### src/hw/rtl/aswg_pkg.sv
// Shared constants, types and saturation helpers for the affine subset warp block.
// Used by the channel interfaces and every module of the block; depends on nothing.
package aswg_pkg;

  localparam int NUM_STG    = 8;
  localparam int NUM_REGS   = 7;
  localparam int CFG_IDX_W  = 3;
  localparam int CFG_DATA_W = 32;
  localparam int COORD_W    = 14;
  localparam int GRAD_W     = 16;
  localparam int MAP_W      = 40;
  localparam int TERM_W     = 48;

  // Unit ratio in Q2.30, widened to hold one plus any stretch value.
  localparam logic signed [32:0] Q30_ONE     = 33'sh0_4000_0000;
  localparam logic signed [31:0] ROT_COS_RST = 32'sh4000_0000;

  localparam logic signed [63:0] TERM_MAX = 64'sd140737488355327;
  localparam logic signed [63:0] TERM_MIN = -64'sd140737488355328;
  localparam logic signed [63:0] MAP_MAX  = 64'sd549755813887;
  localparam logic signed [63:0] MAP_MIN  = -64'sd549755813888;

  typedef enum logic [CFG_IDX_W-1:0] {
    REG_ROT_COS    = 3'd0,
    REG_ROT_SIN    = 3'd1,
    REG_STRETCH_XX = 3'd2,
    REG_STRETCH_YY = 3'd3,
    REG_SHEAR_XY   = 3'd4,
    REG_DISP_U     = 3'd5,
    REG_DISP_V     = 3'd6
  } reg_idx_t;

  typedef logic [NUM_STG-1:0] stg_vec_t;

  typedef struct packed {
    logic signed [31:0] rot_cos;
    logic signed [31:0] rot_sin;
    logic signed [31:0] stretch_xx;
    logic signed [31:0] stretch_yy;
    logic signed [31:0] shear_xy;
    logic signed [31:0] disp_u;
    logic signed [31:0] disp_v;
  } cfg_t;

  localparam cfg_t CFG_RST = '{rot_cos: ROT_COS_RST, default: '0};

  // Rotation and gradient partial products leaving the front section.
  typedef struct packed {
    logic signed [56:0] cbxl;
    logic signed [55:0] cbxh;
    logic signed [56:0] sbyl;
    logic signed [55:0] sbyh;
    logic signed [56:0] sbxl;
    logic signed [55:0] sbxh;
    logic signed [56:0] cbyl;
    logic signed [55:0] cbyh;
    logic signed [66:0] cggx;
    logic signed [66:0] sggy;
    logic signed [66:0] cggy;
    logic signed [66:0] sggx;
    logic signed [34:0] ggx;
    logic signed [34:0] ggy;
    logic signed [14:0] dx;
    logic signed [14:0] dy;
    logic [COORD_W-1:0] cx;
    logic [COORD_W-1:0] cy;
  } s3_t;

  // Mapped position, finished stretch terms and rotation term partial products.
  typedef struct packed {
    logic signed [37:0]       mx;
    logic signed [37:0]       my;
    logic signed [59:0]       tal;
    logic signed [60:0]       tah;
    logic signed [59:0]       tbl;
    logic signed [60:0]       tbh;
    logic signed [TERM_W-1:0] texx;
    logic signed [TERM_W-1:0] teyy;
    logic signed [TERM_W-1:0] tsh;
    logic signed [34:0]       ggx;
    logic signed [34:0]       ggy;
  } s6_t;

  typedef struct packed {
    logic signed [MAP_W-1:0]  mapped_x;
    logic signed [MAP_W-1:0]  mapped_y;
    logic signed [TERM_W-1:0] term_u;
    logic signed [TERM_W-1:0] term_v;
    logic signed [TERM_W-1:0] term_rot;
    logic signed [TERM_W-1:0] term_exx;
    logic signed [TERM_W-1:0] term_eyy;
    logic signed [TERM_W-1:0] term_shear;
  } res_t;

  function automatic logic signed [TERM_W-1:0] sat_term(input logic signed [63:0] v);
    logic signed [TERM_W-1:0] r;
    if (v > TERM_MAX) begin
      r = TERM_MAX[TERM_W-1:0];
    end else if (v < TERM_MIN) begin
      r = TERM_MIN[TERM_W-1:0];
    end else begin
      r = v[TERM_W-1:0];
    end
    return r;
  endfunction

  function automatic logic signed [MAP_W-1:0] sat_map(input logic signed [63:0] v);
    logic signed [MAP_W-1:0] r;
    if (v > MAP_MAX) begin
      r = MAP_MAX[MAP_W-1:0];
    end else if (v < MAP_MIN) begin
      r = MAP_MIN[MAP_W-1:0];
    end else begin
      r = v[MAP_W-1:0];
    end
    return r;
  endfunction

endpackage

### src/hw/rtl/aswg_cfg_regs.sv
// Register file for rotation, stretch, shear and displacement settings.
// Depends on aswg_pkg.
module aswg_cfg_regs (
  input  logic                             clk,
  input  logic                             rst_n,
  input  logic                             cfg_valid,
  input  logic [aswg_pkg::CFG_IDX_W-1:0]   cfg_index,
  input  logic [aswg_pkg::CFG_DATA_W-1:0]  cfg_data,
  output logic                             cfg_ready,
  output aswg_pkg::cfg_t                   cfg
);
  import aswg_pkg::*;

  cfg_t cfg_r;
  cfg_t cfg_nxt;

  always_comb begin
    cfg_nxt = cfg_r;
    if (cfg_valid) begin
      unique case (reg_idx_t'(cfg_index))
        REG_ROT_COS:    cfg_nxt.rot_cos    = cfg_data;
        REG_ROT_SIN:    cfg_nxt.rot_sin    = cfg_data;
        REG_STRETCH_XX: cfg_nxt.stretch_xx = cfg_data;
        REG_STRETCH_YY: cfg_nxt.stretch_yy = cfg_data;
        REG_SHEAR_XY:   cfg_nxt.shear_xy   = cfg_data;
        REG_DISP_U:     cfg_nxt.disp_u     = cfg_data;
        REG_DISP_V:     cfg_nxt.disp_v     = cfg_data;
        default: ;
      endcase
    end
  end

  always_ff @(posedge clk) begin
    if (!rst_n) begin
      cfg_r <= CFG_RST;
    end else begin
      cfg_r <= cfg_nxt;
    end
  end

  assign cfg_ready = 1'b1;
  assign cfg       = cfg_r;

  a_bad_index_ignored: assert property (@(posedge clk) disable iff (!rst_n)
    cfg_valid && (int'(cfg_index) >= NUM_REGS) |=> $stable(cfg_r))
    else $error("register write beyond the register list changed a setting");

endmodule

### config.mk
export PLATFORM = sky130hd
export DESIGN_NAME = aswg_cfg_regs
export DESIGN_NICKNAME = d
export VERILOG_FILES = /design/src/hw/rtl/aswg_pkg.sv /design/src/hw/rtl/aswg_cfg_regs.sv
export SDC_FILE = /design/constraint.sdc
export NUM_CORES = 1
export LEC_CHECK = 0
export BUFFER_PORTS_ARGS = -buffer_cell sky130_fd_sc_hd__clkbuf_2
export CAP_MARGIN = 0
export CORE_MARGIN = 2
export CORE_UTILIZATION = 47
export CTS_BUF_LIST = sky130_fd_sc_hd__clkbuf_2 sky130_fd_sc_hd__clkbuf_4 sky130_fd_sc_hd__clkbuf_8
export CTS_CLUSTER_SIZE = 30
export DETAILED_ROUTE_END_ITERATION = 12
export PLACE_DENSITY_LB_ADDON = 0.3
export SYNTH_ARGS = -nofsm -noshare
export SYNTH_HDL_FRONTEND = slang
export SYNTH_SLANG_ARGS = --single-unit
export TNS_END_PERCENT = 100
### constraint.sdc
create_clock -name clk -period 1.2 [get_ports clk]
set_input_delay 0.12 -clock clk [delete_from_list [all_inputs] [get_ports clk]]
set_output_delay 0.12 -clock clk [all_outputs]
set_load 0.02 [all_outputs]
=== After elaboration in Yosys (flattened, before gate mapping) ===
Cells that the tools add are included.

* Equal/unequal tests: 6
* Reduce and logical (&&, ||, !) cells: 8

{| class="wikitable"
|+ Operator list
! kind !! count
|-
| AND reduction 2 bit || 7
|-
| equality test 3 bit (second input constant) || 3
|-
| equality test 3 x 2 -> 1 bit (second input constant) || 2
|-
| equality test 3 x 1 -> 1 bit (second input constant) || 1
|-
| logical NOT 3 bit || 1
|}

* Bits in registers: 224
* Input bits: 38
* Output and inout bits: 225
* Logic and storage cells: 21

=== Depth between registers and ports, before layout ===
* Depth after elaboration: 2
* Gate-level depth with buffers: 5
* Mapped depth without buffers: 2

=== Worst setup path after synthesis ===
No wires, ideal clock.

* Kind: input to register
* From: input port cfg_index[1] (netlist name)
* To: register cfg_r, in the netlist cfg[192]
* Data arrival time: 1.072 ns
* Required time: 1.128 ns
* Setup slack: 0.055 ns
* Stages: 4
* Buffers on the path: 2
* Path through: buf_2 nor4b_4 buf_6 mux2i_1

* Longest elaborated chain between the ends: 2

{| class="wikitable"
|+ RTL lines
! what !! RTL line !! source
|-
| start: declaration || aswg_cfg_regs.sv:7 || <nowiki>input logic [aswg_pkg::CFG_IDX_W-1:0] cfg_index,</nowiki>
|-
| logical NOT 3 bit || aswg_cfg_regs.sv:20 || <nowiki>unique case (reg_idx_t'(cfg_index))</nowiki>
|-
| AND reduction 2 bit (no source line) || - ||
|-
| end signal: assignment || aswg_cfg_regs.sv:37 || <nowiki>cfg_r <= cfg_nxt;</nowiki>
|-
| end: declaration || aswg_cfg_regs.sv:14 || <nowiki>cfg_t cfg_r;</nowiki>
|}

No other way between the ends.
A chain may end at the register's enable or synchronous reset.

==> flow_results.xml <==
<?xml version="1.0" encoding="UTF-8"?>
<metrics>
  <group name="status">
    <metric name="run_status" unit="">complete, no violations</metric>
  </group>
  <group name="worst_setup_path">
    <metric name="critPathArrivalTime" unit="ps">1600</metric>
    <metric name="cp-start-kind" unit="">input port</metric>
    <metric name="largest_fanout_on_the_critical_path" unit="">26</metric>
    <metric name="worst_path_dominant_cell_family" unit="">buffers and inverters</metric>
    <metric name="timing.critical_path.required" unit="ps">1630</metric>
    <metric name="timing.setup.critical_path_class" unit="">in -&gt; reg</metric>
    <metric name="critical-path-slowest-cell" unit="">dlygate4sd3_1</metric>
    <metric name="crit_buf_inv" unit="">4</metric>
    <metric name="cp_slowest_stage_delay" unit="ps">580</metric>
    <metric name="timing.critical_path.to_type" unit="">flop</metric>
    <metric name="cell_breakdown_of_the_critical_path" unit="">dlygate4sd3_1, buf_8, buf_12, buf_4, nand2_1, mux2i_1</metric>
  </group>
  <group name="final_layout">
    <metric name="post_route_cells_drive_above_1_share" unit="%">33.74</metric>
    <metric name="antennaDiodeCount" unit="">0</metric>
    <metric name="largest_reg_flops" unit="">224</metric>
    <metric name="utilization" unit="%">62.54</metric>
    <metric name="seqCellArea" unit="um^2">4484</metric>
    <metric name="final_net_count" unit="">1087</metric>
    <metric name="layout.cell_area.non_filler" unit="um^2">10670</metric>
    <metric name="multiInputGateArea" unit="um^2">3341</metric>
    <metric name="layout-area-overhead-vs-synth" unit="%">31.57</metric>
    <metric name="layout.filler_cells" unit="">1451</metric>
  </group>
  <group name="die">
    <metric name="fp.dieArea" unit="um^2">18320</metric>
    <metric name="placeable_core_area" unit="um^2">17060</metric>
    <metric name="start_util" unit="%">47.54</metric>
    <metric name="ios" unit="">263</metric>
    <metric name="floorplan.die.width" unit="um">135.3</metric>
    <metric name="die_y" unit="um">135.3</metric>
    <metric name="rows" unit="">48</metric>
  </group>
  <group name="synthesis">
    <metric name="sequential_to_total_area_share_from_yosys_stat" unit="%">55.31</metric>
    <metric name="synth_seq_cells" unit="">224</metric>
    <metric name="yosysWarningCount" unit="">0</metric>
    <metric name="synth_mux_area_share" unit="%">27.65</metric>
    <metric name="post_synth_and_or_nand_nor_area_fraction" unit="%">13.01</metric>
    <metric name="ys_types" unit="">14</metric>
    <metric name="synthesis.nets" unit="">809</metric>
    <metric name="syn_area" unit="um^2">8108</metric>
    <metric name="synthCells" unit="">771</metric>
    <metric name="area_fraction_in_compound_gates_after_synthesis" unit="%">0</metric>
    <metric name="synth-adder-area-share" unit="%">0</metric>
    <metric name="synth_area_per_cell" unit="um^2">10.52</metric>
    <metric name="post_synth_xor_area_fraction" unit="%">0</metric>
    <metric name="dominant_combinational_cell_family_by_area_after_synthesis" unit="">multiplexers</metric>
  </group>
  <group name="grt">
    <metric name="gr-usage-all-layers" unit="%">22.29</metric>
    <metric name="grt_first_pass_wirelength" unit="um">32380</metric>
    <metric name="first_global_vias" unit="">6074</metric>
    <metric name="gr-total-overflow" unit="">0</metric>
    <metric name="grt_max_degree" unit="">42</metric>
    <metric name="grt_antenna_before_repair" unit="">0</metric>
  </group>
  <group name="drt">
    <metric name="drt-vias-per-instance" unit="">4.878</metric>
    <metric name="drc_errors" unit="">0</metric>
    <metric name="routed_length_on_met3" unit="um">1371</metric>
    <metric name="post_route_ant_nets" unit="">0</metric>
    <metric name="met1_length" unit="um">9478</metric>
    <metric name="first_pass_iters" unit="">4</metric>
    <metric name="vias" unit="">6331</metric>
    <metric name="route.top_layer_used" unit="">met4</metric>
    <metric name="routed_wirelength" unit="um">21330</metric>
    <metric name="wl_met2" unit="um">9847</metric>
    <metric name="initialDrtViolationCount" unit="">274</metric>
    <metric name="wire_per_inst" unit="um">16.43</metric>
  </group>
  <group name="placement">
    <metric name="buffers_added_on_ports" unit="">261</metric>
    <metric name="dp.final_hpwl" unit="um">14180</metric>
    <metric name="place.gp.congestion" unit="">0.7782</metric>
    <metric name="postPlaceCellArea" unit="um^2">9774</metric>
    <metric name="placement.setup.worst_slack" unit="ps">-16.59</metric>
  </group>
  <group name="timing">
    <metric name="final_period_minus_worst_setup_slack" unit="ps">1166</metric>
    <metric name="period_utilization_post_route" unit="%">97.14</metric>
    <metric name="highest_attainable_clock_frequency" unit="GHz">0.8579</metric>
    <metric name="holdWs" unit="ps">26.47</metric>
    <metric name="setup_repair_after_global_routing_missed_its_margin" unit="">false</metric>
    <metric name="timing.final.hold_violations" unit="">0</metric>
    <metric name="post-route-worst-setup-slack" unit="ps">34.37</metric>
    <metric name="final.setup_skew" unit="ps">0</metric>
    <metric name="total_count_of_max_transition_violations_in_the_final_report" unit="">0</metric>
    <metric name="setup_viol" unit="">0</metric>
  </group>
  <group name="power">
    <metric name="peak_supply_drop" unit="mV">1.120</metric>
    <metric name="p_per_area" unit="nW/um^2">1469</metric>
    <metric name="power_leakage" unit="nW">5.616</metric>
    <metric name="post-layout-total-power" unit="mW">15.68</metric>
  </group>
  <group name="clock_tree">
    <metric name="clkSinkCount" unit="">224</metric>
    <metric name="numCtsBuffers" unit="">37</metric>
    <metric name="clk_root_buffer_cell" unit="">clkbuf_8</metric>
    <metric name="clk_pin_slew_worst_paths" unit="ps">60</metric>
    <metric name="worstSkewPairLatency" unit="ps">490</metric>
    <metric name="htree_levels" unit="">2</metric>
    <metric name="cts.path.max_buffers" unit="">3</metric>
    <metric name="cts_tree" unit="">done</metric>
  </group>
  <group name="job">
    <metric name="max-cap-violations" unit="">0</metric>
  </group>
  <group name="hold_path">
    <metric name="hold_path.class" unit="">in -&gt; reg</metric>
  </group>
</metrics>
==> Yosys cell counts <==
master	count	area (um^2)
conb_1	1	3.750
nor2b_1	2	12.51
nand4b_1	3	26.28
buf_1	5	18.77
nor4b_4	1	23.77
nand2_1	255	957.2
and4bb_1	1	12.51
nand4bb_1	2	22.52
buf_4	7	52.55
buf_2	21	105.1
mux2i_1	224	2242
dfxtp_1	224	4484
clkbuf_1	18	67.56
buf_6	7	78.83
==> worst min-delay path: stages <==
cell      delay, ps
clkbuf_2         80
nand2_1         180
mux2i_1         100
==> what timing repair did <==
item,4_1_cts,5_1_grt
buffers inserted,0,0
endpoints found under the setup margin,0,77
hold endpoints to repair,5,14
gates resized for setup,0,62
hold buffers,2,3
==> layer usage <==
| metal | global-route usage (%) | vias up |
|---|---|---|
| li1 | - | 3109 |
| met4 | 8.565 | 0 |
| met2 | 35.50 | 202 |
| met1 | 29.06 | 2978 |
| met5 | 0 | - |
| met3 | 5.948 | 42 |
==> where the power goes <==
| group | internal [mW] | switching [mW] |
|---|---|---|
| registers | 7.60 | 0.0871 |
| logic | 0.445 | 0.770 |
| clock network | 3.90 | 2.87 |
==> worst paths after layout <==
path | from | end | slack, ps | cells after the start
min | cfg_data[18] | cfg[18]$_SDFFE_PN0P_ | 30 | 3
max reg2reg | cfg[135]$_SDFFE_PN0P_ | cfg[135]$_SDFFE_PN0P_ | 570 | 2
min reg2reg | cfg[208]$_SDFFE_PN0P_ | cfg[208]$_SDFFE_PN0P_ | 450 | 2
max | rst_n | cfg[211]$_SDFFE_PN0P_ | 30 | 6
==> kinds of logic after synthesis <==
logic type,count (synthesis)
buf+inv,58
flops,224
mux,224
other cells,1
simple gates,264
==> layout by cell type (no fill, tap or decap), drive strengths merged <==
cell type / instances
nor4b: 1
clkbuf: 284
nand4bb: 2
buf: 69
clkinvlp: 1
dlygate4sd3: 5
nand4b: 3
mux2i: 224
nor2b: 2
dfxtp: 224
and4bb: 1
conb: 1
nand2: 255
clkinv: 1
==> area by class of cell <==
type,instances,share of cell area (%)
flip-flops and latches,224,42.04
clock buffers,61,6.990
clock inverters,2,0.1173
repair buffers,297,16.90
multi-input cells,489,31.32
well taps,225,2.639
==> per-stage QoR <==
stage,cells,setup TNS [ps]
finish,1298,0
global route,1298,0
CTS,1294,0
detailed placement,1229,-118.8
global placement,1229,0
floorplan,771,0
Note: power is estimated with default switching activity, not from simulation.
