==> src/hw/rtl/aswg_pkg.sv <==
// Shared constants, types and saturation helpers for the affine subset warp block.
// Used by the channel interfaces and every module of the block; depends on nothing.
package aswg_pkg;

  localparam int NUM_STG    = 8;
  localparam int NUM_REGS   = 7;
  localparam int CFG_IDX_W  = 3;
  localparam int CFG_DATA_W = 32;
  localparam int COORD_W    = 14;
  localparam int GRAD_W     = 16;
  localparam int MAP_W      = 40;
  localparam int TERM_W     = 48;

  // Unit ratio in Q2.30, widened to hold one plus any stretch value.
  localparam logic signed [32:0] Q30_ONE     = 33'sh0_4000_0000;
  localparam logic signed [31:0] ROT_COS_RST = 32'sh4000_0000;

  localparam logic signed [63:0] TERM_MAX = 64'sd140737488355327;
  localparam logic signed [63:0] TERM_MIN = -64'sd140737488355328;
  localparam logic signed [63:0] MAP_MAX  = 64'sd549755813887;
  localparam logic signed [63:0] MAP_MIN  = -64'sd549755813888;

  typedef enum logic [CFG_IDX_W-1:0] {
    REG_ROT_COS    = 3'd0,
    REG_ROT_SIN    = 3'd1,
    REG_STRETCH_XX = 3'd2,
    REG_STRETCH_YY = 3'd3,
    REG_SHEAR_XY   = 3'd4,
    REG_DISP_U     = 3'd5,
    REG_DISP_V     = 3'd6
  } reg_idx_t;

  typedef logic [NUM_STG-1:0] stg_vec_t;

  typedef struct packed {
    logic signed [31:0] rot_cos;
    logic signed [31:0] rot_sin;
    logic signed [31:0] stretch_xx;
    logic signed [31:0] stretch_yy;
    logic signed [31:0] shear_xy;
    logic signed [31:0] disp_u;
    logic signed [31:0] disp_v;
  } cfg_t;

  localparam cfg_t CFG_RST = '{rot_cos: ROT_COS_RST, default: '0};

  // Rotation and gradient partial products leaving the front section.
  typedef struct packed {
    logic signed [56:0] cbxl;
    logic signed [55:0] cbxh;
    logic signed [56:0] sbyl;
    logic signed [55:0] sbyh;
    logic signed [56:0] sbxl;
    logic signed [55:0] sbxh;
    logic signed [56:0] cbyl;
    logic signed [55:0] cbyh;
    logic signed [66:0] cggx;
    logic signed [66:0] sggy;
    logic signed [66:0] cggy;
    logic signed [66:0] sggx;
    logic signed [34:0] ggx;
    logic signed [34:0] ggy;
    logic signed [14:0] dx;
    logic signed [14:0] dy;
    logic [COORD_W-1:0] cx;
    logic [COORD_W-1:0] cy;
  } s3_t;

  // Mapped position, finished stretch terms and rotation term partial products.
  typedef struct packed {
    logic signed [37:0]       mx;
    logic signed [37:0]       my;
    logic signed [59:0]       tal;
    logic signed [60:0]       tah;
    logic signed [59:0]       tbl;
    logic signed [60:0]       tbh;
    logic signed [TERM_W-1:0] texx;
    logic signed [TERM_W-1:0] teyy;
    logic signed [TERM_W-1:0] tsh;
    logic signed [34:0]       ggx;
    logic signed [34:0]       ggy;
  } s6_t;

  typedef struct packed {
    logic signed [MAP_W-1:0]  mapped_x;
    logic signed [MAP_W-1:0]  mapped_y;
    logic signed [TERM_W-1:0] term_u;
    logic signed [TERM_W-1:0] term_v;
    logic signed [TERM_W-1:0] term_rot;
    logic signed [TERM_W-1:0] term_exx;
    logic signed [TERM_W-1:0] term_eyy;
    logic signed [TERM_W-1:0] term_shear;
  } res_t;

  function automatic logic signed [TERM_W-1:0] sat_term(input logic signed [63:0] v);
    logic signed [TERM_W-1:0] r;
    if (v > TERM_MAX) begin
      r = TERM_MAX[TERM_W-1:0];
    end else if (v < TERM_MIN) begin
      r = TERM_MIN[TERM_W-1:0];
    end else begin
      r = v[TERM_W-1:0];
    end
    return r;
  endfunction

  function automatic logic signed [MAP_W-1:0] sat_map(input logic signed [63:0] v);
    logic signed [MAP_W-1:0] r;
    if (v > MAP_MAX) begin
      r = MAP_MAX[MAP_W-1:0];
    end else if (v < MAP_MIN) begin
      r = MAP_MIN[MAP_W-1:0];
    end else begin
      r = v[MAP_W-1:0];
    end
    return r;
  endfunction

endpackage

==> src/hw/rtl/aswg_pipe_ctl.sv <==
// Valid bits and stage enables for the eight-stage pipeline; bubbles collapse under stall.
// Depends on aswg_pkg.
module aswg_pipe_ctl (
  input  logic               clk,
  input  logic               rst_n,
  input  logic               in_valid,
  output logic               in_ready,
  output logic               out_valid,
  input  logic               out_ready,
  output aswg_pkg::stg_vec_t en
);
  import aswg_pkg::*;

  stg_vec_t v_r;
  stg_vec_t v_nxt;
  stg_vec_t adv;
  stg_vec_t src;

  always_comb begin
    adv[NUM_STG-1] = ~v_r[NUM_STG-1] | out_ready;
    for (int k = NUM_STG - 2; k >= 0; k--) begin
      adv[k] = ~v_r[k] | adv[k+1];
    end
    src = {v_r[NUM_STG-2:0], in_valid};
    en  = adv & src;
    for (int k = 0; k < NUM_STG; k++) begin
      v_nxt[k] = adv[k] ? src[k] : v_r[k];
    end
  end

  always_ff @(posedge clk) begin
    if (!rst_n) begin
      v_r <= '0;
    end else begin
      v_r <= v_nxt;
    end
  end

  assign in_ready  = adv[0];
  assign out_valid = v_r[NUM_STG-1];

  a_block_only_full: assert property (@(posedge clk) disable iff (!rst_n)
    !in_ready |-> (&v_r))
    else $error("input held off while a pipeline stage is empty");

  a_item_count: assert property (@(posedge clk) disable iff (!rst_n)
    rst_n |=> ($countones(v_r) == $past($countones(v_r))
                + int'($past(in_valid && in_ready))
                - int'($past(out_valid && out_ready))))
    else $error("items in flight do not match the transfers seen");

endmodule

==> config.mk <==
export PLATFORM = sky130hd
export DESIGN_NAME = aswg_pipe_ctl
export DESIGN_NICKNAME = d
export VERILOG_FILES = /design/src/hw/rtl/aswg_pkg.sv /design/src/hw/rtl/aswg_pipe_ctl.sv
export SDC_FILE = /design/constraint.sdc
export NUM_CORES = 1
export LEC_CHECK = 0
export BUFFER_PORTS_ARGS = -buffer_cell sky130_fd_sc_hd__buf_2
export CORE_AREA = 2 2 39 41
export DETAILED_ROUTE_END_ITERATION = 10
export DIE_AREA = 0 0 41 43
export PLACE_DENSITY = 0.62
export SLEW_MARGIN = 20
export SYNTH_ARGS = -nofsm -noshare
export SYNTH_HDL_FRONTEND = slang
export SYNTH_SLANG_ARGS = --single-unit
==> constraint.sdc <==
create_clock -name clk -period 1 [get_ports clk]
set_input_delay 0.2 -clock clk [delete_from_list [all_inputs] [get_ports clk]]
set_output_delay 0.2 -clock clk [all_outputs]
set_load 0.005 [all_outputs]
* Word-level counts from Yosys, hierarchy flattened
Index checks and enable logic that the tools add are counted.
** Word-level totals
- Flip-flop bits (word level) :: 8
- Latch bits :: 0
- Memory bits (writable) :: 0
- Memory bits (read-only) :: 0
- Input bits :: 4
- Output and inout bits :: 10
- Logic and storage cells :: 25
- Memories :: 0
** Cells by class
- $add $sub $neg :: 0
- Multipliers :: 0
- Div/mod/pow operators :: 0
- Order comparisons :: 0
- Eq/ne operators :: 0
- Shifts and indexed selects :: 0
- Muxes and demuxes :: 0
- Bitwise operators :: 17
- Reductions and logical operators :: 0
** Operators by type and width (number)
- bitwise AND 8 bit :: 1
- NOT 1 bit :: 8
- bitwise OR 1 bit :: 8

* Longest topological paths before layout
Gate-level depths: netlist (run 1).
- Depth in word-level cells :: 10
- Depth in mapped cells :: 3
- Gate-level depth less buffers :: 3

* Worst setup path after synthesis (run 1)
Ideal clock, no wire load.
- Path type :: register to output
- Start point :: register v_r[7]
- End point :: output port en[3]
- Data arrival time :: 0.852 ns
- Data required time :: 0.800 ns
- Setup slack :: -0.052 ns
- Stages on the path, launching flop included :: 4
- Path buffers :: 0
- Cell sequence :: dfxtp_1 and4b_1 and2_4 a21boi_2
** On the way
- Cells in the longest elaborated chain, start to end :: 7
** RTL lines
- from (decl) :: line aswg_pipe_ctl.sv:14 : stg_vec_t v_r;
- from (signal assigned) :: line aswg_pipe_ctl.sv:35 : v_r <= v_nxt;
- NOT 1 bit :: line aswg_pipe_ctl.sv:20 : adv[NUM_STG-1] = ~v_r[NUM_STG-1] | out_ready;
- bitwise OR 1 bit :: line aswg_pipe_ctl.sv:20
- bitwise OR 1 bit (4 in a row) :: line aswg_pipe_ctl.sv:22 : adv[k] = ~v_r[k] | adv[k+1];
- bitwise AND 8 bit :: line aswg_pipe_ctl.sv:25 : en = adv & src;
- to (decl) :: line aswg_pipe_ctl.sv:10 : output aswg_pkg::stg_vec_t en
No other way between the ends.

* Final worst setup path (run 1)
- Start point :: register v_r[5]
- End point :: output port en[3]
** On the way
- Cells in the longest elaborated chain, start to end :: 5
** RTL lines (line)
- NOT 1 bit :: aswg_pipe_ctl.sv:22
- bitwise OR 1 bit (3 in a row) :: aswg_pipe_ctl.sv:22
- bitwise AND 8 bit :: aswg_pipe_ctl.sv:25
No other way between the ends.

==> results of run 1 <==
cells by family (layout without fill, tap and decap cells):
family,after synthesis,count (layout)
and+or+nand+nor,18,18
AOI/OAI and AO/OA,11,11
DFF,8,8
buffers and inverters,2,30
report_power, final:
| part | total (uW) | internal, uW | switching, uW |
|---|---|---|---|
| Sequential | 332 | 325 | 6.55 |
| Combinational | 47.1 | 27.0 | 20.2 |
| Clock | 246 | 137 | 109 |
| Total | 625 | 490 | 135 |
worst reg2reg max path: stages (launching register included):
cell and delay (ns):
dfxtp_2 0.33, nand4b_2 0.13, nor2_4 0.06, buf_4 0.13
buf_4 0.12, a22o_1 0.17
how the worst min path moves through the flow:
| stage | depth (start not counted) | startpoint | slack, ns | end |
|---|---|---|---|---|
| 3_3_place_gp | 2 | in_valid | 0.44 | v_r[0] |
| 3_5_place_dp | 2 | in_valid | 0.44 | v_r[0] |
| 6_report | 2 | in_valid | 0.18 | v_r[0] |
| 5_1_grt | 2 | in_valid | 0.20 | v_r[0] |
| 4_1_cts | 2 | in_valid | 0.19 | v_r[0] |
| 2_1_floorplan | 1 | in_valid | 0.33 | v_r[0] |
per-layer routing:
metal	wire length (um)	part of all wire, %	track usage [%]	vias to the layer above
li1	-	-	-	198
met1	369	42	14.0	166
met2	449	51	18.1	10
met3	48	5.4	3.14	2
met4	19	2.1	10.0	0
met5	0	0	0	-
timing repair:
| action | CTS | global route |
|---|---|---|
| gates resized for setup | 4 | 1 |
| gates cloned | 0 | 0 |
| endpoints found under the setup margin | 10 | 14 |
| setup buffers | 2 | 1 |
| pin swaps | 2 | 1 |
final cells by class:
class | instances | share of cell area [%]
multi-input combinational | 29 | 37.0
sequential | 8 | 27.7
timing repair buffer | 26 | 27.5
clock buffer | 3 | 3.81
tap | 16 | 3.38
inverter | 1 | 0.634
Yosys cell counts, drive strengths merged, types with 2 or more instances:
master and number:
a31oi 2, a21boi 2, dfxtp 8, nand2 3, and2 2, nand3 2, nor2 2, nor2b 6
o21a 5
stage by stage:
step	utilization [%]	hold WS [ns]	power, uW	setup TNS (ns)	instance area [um2]
floorplan	-	0.333	359	0	374
global placement	38.3	0.436	384	-0.804	531
detailed placement	38.3	0.440	384	-0.893	531
CTS	41.8	0.185	628	-2.98	578
global route	42.8	0.201	652	-3.76	592
finish	42.8	0.184	625	-2.83	592
==> results.json, run 1 <==
{
  "globalplace.congestion": 0.629,
  "synth_top_family_by_area": "simple AND/OR/NAND/NOR gates",
  "min_period_ns": 1.36,
  "cts.clk_slew.worst_paths_ns": 0.06,
  "wirelength_um": 887,
  "cp_num_buf_inv": 1,
  "syn_avg_cell_area_um2": 9.56,
  "place_ws_ns": -0.145,
  "hold_buffers": 0,
  "clockBufferDepth": 2,
  "syn_to_final_growth_pct": 58.7,
  "diodes": 0,
  "cp_cell_sequence": "and4b_1 > and2_4 > a21boi_2 > buf_2",
  "drc_errors": 0,
  "clock_skew_ns": 0.00346,
  "die_h_um": 43,
  "core_area_mm2": 0.00138,
  "ys.flop_type": "dfxtp_1",
  "critPathMaxFanout": 3,
  "num_vias": 376,
  "first_pass_iters": 2,
  "path_depth": 4,
  "grt_pass1_vias": 344,
  "regArea_um2": 164,
  "synth_top_cell_area_share_pct": 43.0,
  "dp.final_hpwl_um": 574,
  "num_io_pins": 14,
  "grt_max_degree": 11,
  "grt_overflow_total": 0,
  "postSynthCellCount": 39,
  "status": "complete, but fails checks",
  "critPathKind": "flop to output pin",
  "initial_core_util_pct": 26.9,
  "multi_input_area_um2": 219,
  "synth-simple-area-share_pct": 32.2,
  "finalHoldViolCount": 0,
  "layout_common_cells": "buf_2, buf_4, nor2b_1",
  "layout.cells.non_filler": 83,
  "synth_edf_count": 0,
  "maxCapViolations": 0,
  "fin_nets": 73,
  "synth.area.top_cells": "dfxtp_1, nor2b_1, o21a_1",
  "violations": "negative setup slack",
  "final_antenna_net_count": 0,
  "vias_per_cell": 4.53,
  "ir_worst_vdd_v": 0.000396,
  "max_slew_margin_pct": 88.0,
  "std_cell_rows": 14,
  "largest_reg_flops": 8,
  "mappedNetlistArea_um2": 373,
  "start_kind": "flop",
  "setup_slack_ns": -0.356,
  "worstSkewPairLatency_ns": 0.25,
  "dp.cells": 77,
  "fmax_ghz": 0.737,
  "worstSetupEndpointType": "output pin",
  "synth-xor-area-share_pct": 0,
  "avgRoutedWirePerCell_um": 10.7,
  "cp_top_family": "simple AND/OR/NAND/NOR gates",
  "ff2ff_setup_slack_ns": -0.04,
  "antenna_found_initial": 0,
  "yosysTopAreaCell": "dfxtp_1",
  "reg.largest.list": "v_r x8",
  "worst-r2r-cell-count": 5,
  "cts.htree.levels": 1,
  "slew_viol_final": 0,
  "critPathArrivalTime_ns": 1.16,
  "portBuffers": 13,
  "cp_data_required_time_ns": 0.80,
  "min_path_type": "input pin to flop",
  "p_leak_uw": 0.000305,
  "reg2reg_to": "v_r[0]",
  "async_flop_share_pct": 0,
  "worstMarginPinSlew_ns": 0.178,
  "drive_gt1_share_pct": 58.2,
  "ys_seq_area_share_pct": 43.0,
  "cts_tree": "built",
  "synthDistinctLibCells": 19,
  "dieArea_mm2": 0.00176,
  "cts_root_buffer": "clkbuf_4",
  "slowest_delay_ns": 0.32,
  "cts_buffers": 3,
  "synth_warnings": 0,
  "rsz0062_at_grt": "yes",
  "slowest_stage": "dfxtp_2",
  "finalSetupViolations": 12,
  "muxShareOfSynthArea_pct": 0,
  "nFillCells": 140,
  "worstSetupEndpoint": "en[3]",
  "synth_compound_area_share_pct": 22.8,
  "synth_fa_ha_area_share_pct": 0,
  "numClockSinks": 8,
  "die_w_um": 41,
  "track_usage_pct": 12.3,
  "ys_ff_latch": 8,
  "powerDensity_mw_per_mm2": 1060,
  "crit_path_start": "v_r[5]",
  "grt_first_pass_wirelength_um": 1410,
  "regMostFlops": "v_r",
  "syn_nets": 43,
  "final_min_period_over_clock_period_pct": 136,
  "dr.first_iter.drc_count": 1,
  "r2r_start": "v_r[7]"
}
Power figures use the tool's default switching activity.
==> inputs of run 2 (changes only) <==
--- a/config.mk
+++ b/config.mk
@@ -7,6 +7,7 @@
 export LEC_CHECK = 0
 export BUFFER_PORTS_ARGS = -buffer_cell sky130_fd_sc_hd__buf_2
 export CORE_AREA = 2 2 39 41
+export CTS_BUF_LIST = sky130_fd_sc_hd__clkbuf_2
 export DETAILED_ROUTE_END_ITERATION = 10
 export DIE_AREA = 0 0 41 43
 export PLACE_DENSITY = 0.62
==> results.json, run 2 (synthesized netlist as in run 1, its figures left out) <==
{
  "reg2reg_to": "v_r[0]",
  "syn_to_final_growth_pct": 57.0,
  "setup_slack_ns": -0.351,
  "layout_common_cells": "buf_2, buf_4, nor2b_1",
  "start_kind": "flop",
  "antenna_found_initial": 0,
  "finalSetupViolations": 12,
  "wirelength_um": 852,
  "crit_path_start": "v_r[5]",
  "critPathMaxFanout": 3,
  "grt_pass1_vias": 361,
  "num_io_pins": 14,
  "diodes": 0,
  "die_w_um": 41,
  "fmax_ghz": 0.740,
  "layout_commonest_cell": "buf_2",
  "grt_overflow_total": 0,
  "violations": "negative setup slack",
  "final_antenna_net_count": 0,
  "cts.clk_slew.worst_paths_ns": 0.08,
  "vias_per_cell": 4.45,
  "slew_viol_final": 0,
  "worstSkewPairLatency_ns": 0.23,
  "cts_buffers": 3,
  "layout.cells.non_filler": 82,
  "avgRoutedWirePerCell_um": 10.4,
  "r2r_start": "v_r[7]",
  "grt_first_pass_wirelength_um": 1470,
  "worst-r2r-cell-count": 5,
  "wl_met1_um": 349,
  "wl_met2_um": 460,
  "fin_nets": 72,
  "dp.cells": 77,
  "grt_max_degree": 11,
  "regMostFlops": "v_r",
  "cts_root_buffer": "clkbuf_2",
  "ff2ff_setup_slack_ns": -0.04,
  "clock_skew_ns": 0.00494,
  "fin_util_pct": 42.3,
  "critPathArrivalTime_ns": 1.15,
  "status": "complete, but fails checks",
  "clockBufferDepth": 2,
  "min_period_ns": 1.35,
  "track_usage_pct": 12.4,
  "rsz0062_at_grt": "yes",
  "cts.htree.levels": 1,
  "globalplace.congestion": 0.629,
  "final_min_period_over_clock_period_pct": 135,
  "cts_tree": "built",
  "initial_core_util_pct": 26.9,
  "dr.first_iter.drc_count": 0,
  "place_area_um2": 531,
  "largest_reg_flops": 8,
  "portBuffers": 13,
  "ir_worst_vdd_v": 0.000344,
  "worstSetupEndpoint": "en[3]",
  "num_vias": 365,
  "first_pass_iters": 1,
  "numClockSinks": 8,
  "die_h_um": 43,
  "drive_gt1_share_pct": 57.6,
  "dr_wl_met3_um": 42,
  "worstSetupEndpointType": "output pin",
  "min_path_type": "input pin to flop",
  "dieArea_mm2": 0.00176,
  "reg.largest.list": "v_r x8",
  "dp.final_hpwl_um": 574,
  "p_leak_uw": 0.000299,
  "critPathKind": "flop to output pin",
  "max_slew_margin_pct": 87.4,
  "maxCapViolations": 0,
  "std_cell_rows": 14,
  "final_cell_area_um2": 586,
  "finalHoldViolCount": 0,
  "core_area_mm2": 0.00138,
  "whs_ns": 0.208,
  "fin_tns_setup_ns": -2.71,
  "drc_errors": 0,
  "powerDensity_mw_per_mm2": 968,
  "highest_layer": "met3",
  "worstMarginPinSlew_ns": 0.189,
  "cp_data_required_time_ns": 0.80
}
run 2: layout make-up:
class                           count  area [um2]
Sequential cell                     8         164
Inverter                            1        3.75
Timing Repair Buffer               25         155
Fill cell                         142         798
Clock buffer                        3        15.0
Multi-Input combinational cell     29         228
Tap cell                           16        20.0
run 2: worst min-delay path by stage:
| stage | startpoint | endpoint | slack (ns) | cells past startpoint |
|---|---|---|---|---|
| 2_1_floorplan | in_valid | v_r[0] | 0.33 | 1 |
| 3_3_place_gp | in_valid | v_r[0] | 0.44 | 2 |
| 3_5_place_dp | in_valid | v_r[0] | 0.44 | 2 |
| 4_1_cts | in_valid | v_r[0] | 0.20 | 2 |
| 5_1_grt | in_valid | v_r[0] | 0.21 | 2 |
| 6_report | in_valid | v_r[0] | 0.21 | 2 |
run 2: what timing repair did:
action | CTS | global route
pin swaps | 2 | 1
gates resized for setup | 4 | 2
setup buffers | 2 | 0
gates cloned | 0 | 0
setup endpoints to repair | 10 | 14
hold buffers | 0 | 0
run 2: critical path, stage by stage, from the launching register on:
cell and delay, ns:
dfxtp_2 0.34, and4b_1 0.22, and2_4 0.15, a21boi_2 0.10
buf_2 0.12
run 2: routing by layer:
layer  GRT usage [%]  vias to the layer above
li1                -                      194
met1            13.4                      161
met2            20.9                       10
met3            3.14                        0
met4            6.00                        0
met5               0                        -
run 2: through the flow:
| step | total power (uW) | setup slack [ns] |
|---|---|---|
| floorplan | 359 | 0.00352 |
| global placement | 384 | -0.136 |
| detailed placement | 384 | -0.145 |
| CTS | 569 | -0.364 |
| global route | 593 | -0.415 |
| finish | 567 | -0.351 |
run 2: power by group:
group          leakage, uW  total, uW  internal [uW]  switching [uW]
clock network    0.0000125        188           81.9             106
logic             0.000220       47.8           27.3            20.5
registers        0.0000666        331            325            6.61
==> inputs of run 3 (changes only) <==
--- a/config.mk
+++ b/config.mk
@@ -10,7 +10,9 @@
 export CTS_BUF_LIST = sky130_fd_sc_hd__clkbuf_2
 export DETAILED_ROUTE_END_ITERATION = 10
 export DIE_AREA = 0 0 41 43
+export GPL_ROUTABILITY_DRIVEN = 1
 export PLACE_DENSITY = 0.62
+export SETUP_SLACK_MARGIN = 0.4
 export SLEW_MARGIN = 20
 export SYNTH_ARGS = -nofsm -noshare
 export SYNTH_HDL_FRONTEND = slang
==> results.json, run 3 (synthesized netlist as in run 1, its figures left out) <==
{
  "status": "complete, but fails checks",
  "violations": "negative setup slack",
  "power_frac_seq_pct": 55.7,
  "finalPower_uw": 587,
  "powerDensity_mw_per_mm2": 927,
  "grt_first_pass_wirelength_um": 1100,
  "final_min_period_over_clock_period_pct": 138,
  "portBuffers": 13,
  "rsz0062_at_grt": "yes",
  "reg.largest.list": "v_r x8",
  "largest_reg_flops": 8,
  "final_antenna_net_count": 0,
  "wirelength_um": 904,
  "cts.clk_slew.worst_paths_ns": 0.09,
  "ir_worst_vdd_v": 0.000412,
  "dr.first_iter.drc_count": 5,
  "fin_nets": 72,
  "regMostFlops": "v_r",
  "die_w_um": 41,
  "slew_viol_final": 0,
  "cts_tree": "built",
  "max_slew_margin_pct": 87.3,
  "cp_data_required_time_ns": 0.80,
  "worstSkewPairLatency_ns": 0.25,
  "cts_root_buffer": "clkbuf_2",
  "cts.htree.levels": 1,
  "min_to": "v_r[0]",
  "start_kind": "flop",
  "ff2ff_setup_slack_ns": -0.10,
  "worstSetupEndpointType": "output pin",
  "slowest_stage": "dfxtp_2",
  "min_period_ns": 1.38,
  "worst-r2r-cell-count": 5,
  "track_usage_pct": 9.98,
  "drive_gt1_share_pct": 66.7,
  "p_comb_share_pct": 8.5,
  "place_area_um2": 533,
  "min_path_cells": 2,
  "cp_cell_sequence": "and4b_1 > and2_4 > a21boi_2 > buf_2",
  "r2r_start": "v_r[5]",
  "layout_commonest_cell": "buf_2",
  "maxCapViolations": 0,
  "fmax_ghz": 0.724,
  "clkPwrFrac_pct": 35.7,
  "diodes": 0,
  "drc_errors": 0,
  "numClockSinks": 8,
  "cts_buffers": 3,
  "num_io_pins": 14,
  "num_vias": 382,
  "switching_share_pct": 26.6,
  "p_leak_uw": 0.000323,
  "p_int_uw": 430,
  "reg2reg_to": "v_r[3]",
  "clockBufferDepth": 2,
  "grt_pass1_vias": 286,
  "worstMarginPinSlew_ns": 0.190,
  "finalHoldViolCount": 0,
  "finalSetupViolations": 12,
  "cp_num_buf_inv": 1,
  "initial_core_util_pct": 26.9,
  "power_switching_uw": 156,
  "critPathArrivalTime_ns": 1.18,
  "globalplace.congestion": 0.691,
  "final_cell_area_um2": 633,
  "whs_ns": 0.191,
  "grt_overflow_total": 0,
  "clock_skew_ns": 0.00824,
  "min_path_type": "input pin to flop",
  "grt_max_degree": 11,
  "antenna_found_initial": 0,
  "first_pass_iters": 4,
  "dieArea_mm2": 0.00176,
  "die_h_um": 43,
  "syn_to_final_growth_pct": 69.8,
  "std_cell_rows": 14,
  "critPathMaxFanout": 3,
  "critPathKind": "flop to output pin",
  "core_area_mm2": 0.00138,
  "slowest_delay_ns": 0.35,
  "dp.final_hpwl_um": 596,
  "avgRoutedWirePerCell_um": 11.0,
  "hp-start": "in_valid",
  "path_depth": 4,
  "setup_slack_ns": -0.382,
  "vias_per_cell": 4.66,
  "layout_common_cells": "buf_2, buf_4, buf_6",
  "cp_top_family": "simple AND/OR/NAND/NOR gates"
}
[run 3: changes by cell type in the layout (fill, tap and decap cells not counted), moves of 2 or more]
| cell | change |
|---|---|
| dfxtp_1 | -3 |
| buf_6 | +6 |
| buf_2 | -2 |
| dfxtp_4 | +2 |
| buf_4 | -4 |
[run 3: final cells by class]
class                   count  area [um2]
well taps                  16        20.0
flip-flops and latches      8         173
clock buffers               3        15.0
inverters                   1        3.75
multi-input cells          29         239
fillers                   146         751
repair buffers             25         183
[run 3: through the flow]
stage | utilization, % | setup TNS [ns] | std cells | setup slack, ns
3_3_place_gp | 38.5 | -0.757 | 76 | -0.144
3_5_place_dp | 38.5 | -0.754 | 76 | -0.152
4_1_cts | 40.2 | -2.97 | 79 | -0.367
2_1_floorplan | - | 0 | 39 | 0.00896
6_report | 45.8 | -3.24 | 82 | -0.382
5_1_grt | 45.8 | -4.07 | 82 | -0.451
[run 3: power by group through the flow]
stage	Combinational, uW	Clock [uW]	Sequential [uW]
2_1_floorplan	21.4	0	338
3_3_place_gp	46.6	0	339
3_5_place_dp	46.5	0	339
4_1_cts	46.7	208	332
5_1_grt	55.6	229	328
6_report	50.1	210	327
[run 3: worst reg2reg max path, cell delays in order, from the launching register on]
cell and delay [ns]:
dfxtp_2 0.35, and4b_1 0.21, buf_4 0.14, buf_6 0.11, a31oi_1 0.13, nor2b_1 0.06
[run 3: what timing repair did]
item | in CTS | in global routing
endpoints found under the setup margin | 18 | 18
pin swaps | 5 | 4
setup buffers | 0 | 3
resized for setup | 4 | 13
hold buffers | 0 | 0
gates cloned | 0 | 0
[run 3: how the worst max path moves through the flow]
stage	start	slack (ns)	endpoint
detailed placement	out_ready	-0.15	en[0]
finish	v_r[5]	-0.38	en[3]
CTS	v_r[7]	-0.37	en[0]
global route	v_r[5]	-0.45	en[3]
global placement	out_ready	-0.14	en[0]
floorplan	v_r[5]	0.009	en[4]
[run 3: per-layer routing]
layer | GRT usage (%) | vias up | part of all wire, %
met4 | 10.0 | 0 | 2.9
li1 | - | 194 | -
met2 | 11.3 | 14 | 44
met3 | 3.14 | 4 | 5.3
met5 | 0 | - | 0
met1 | 13.7 | 170 | 48
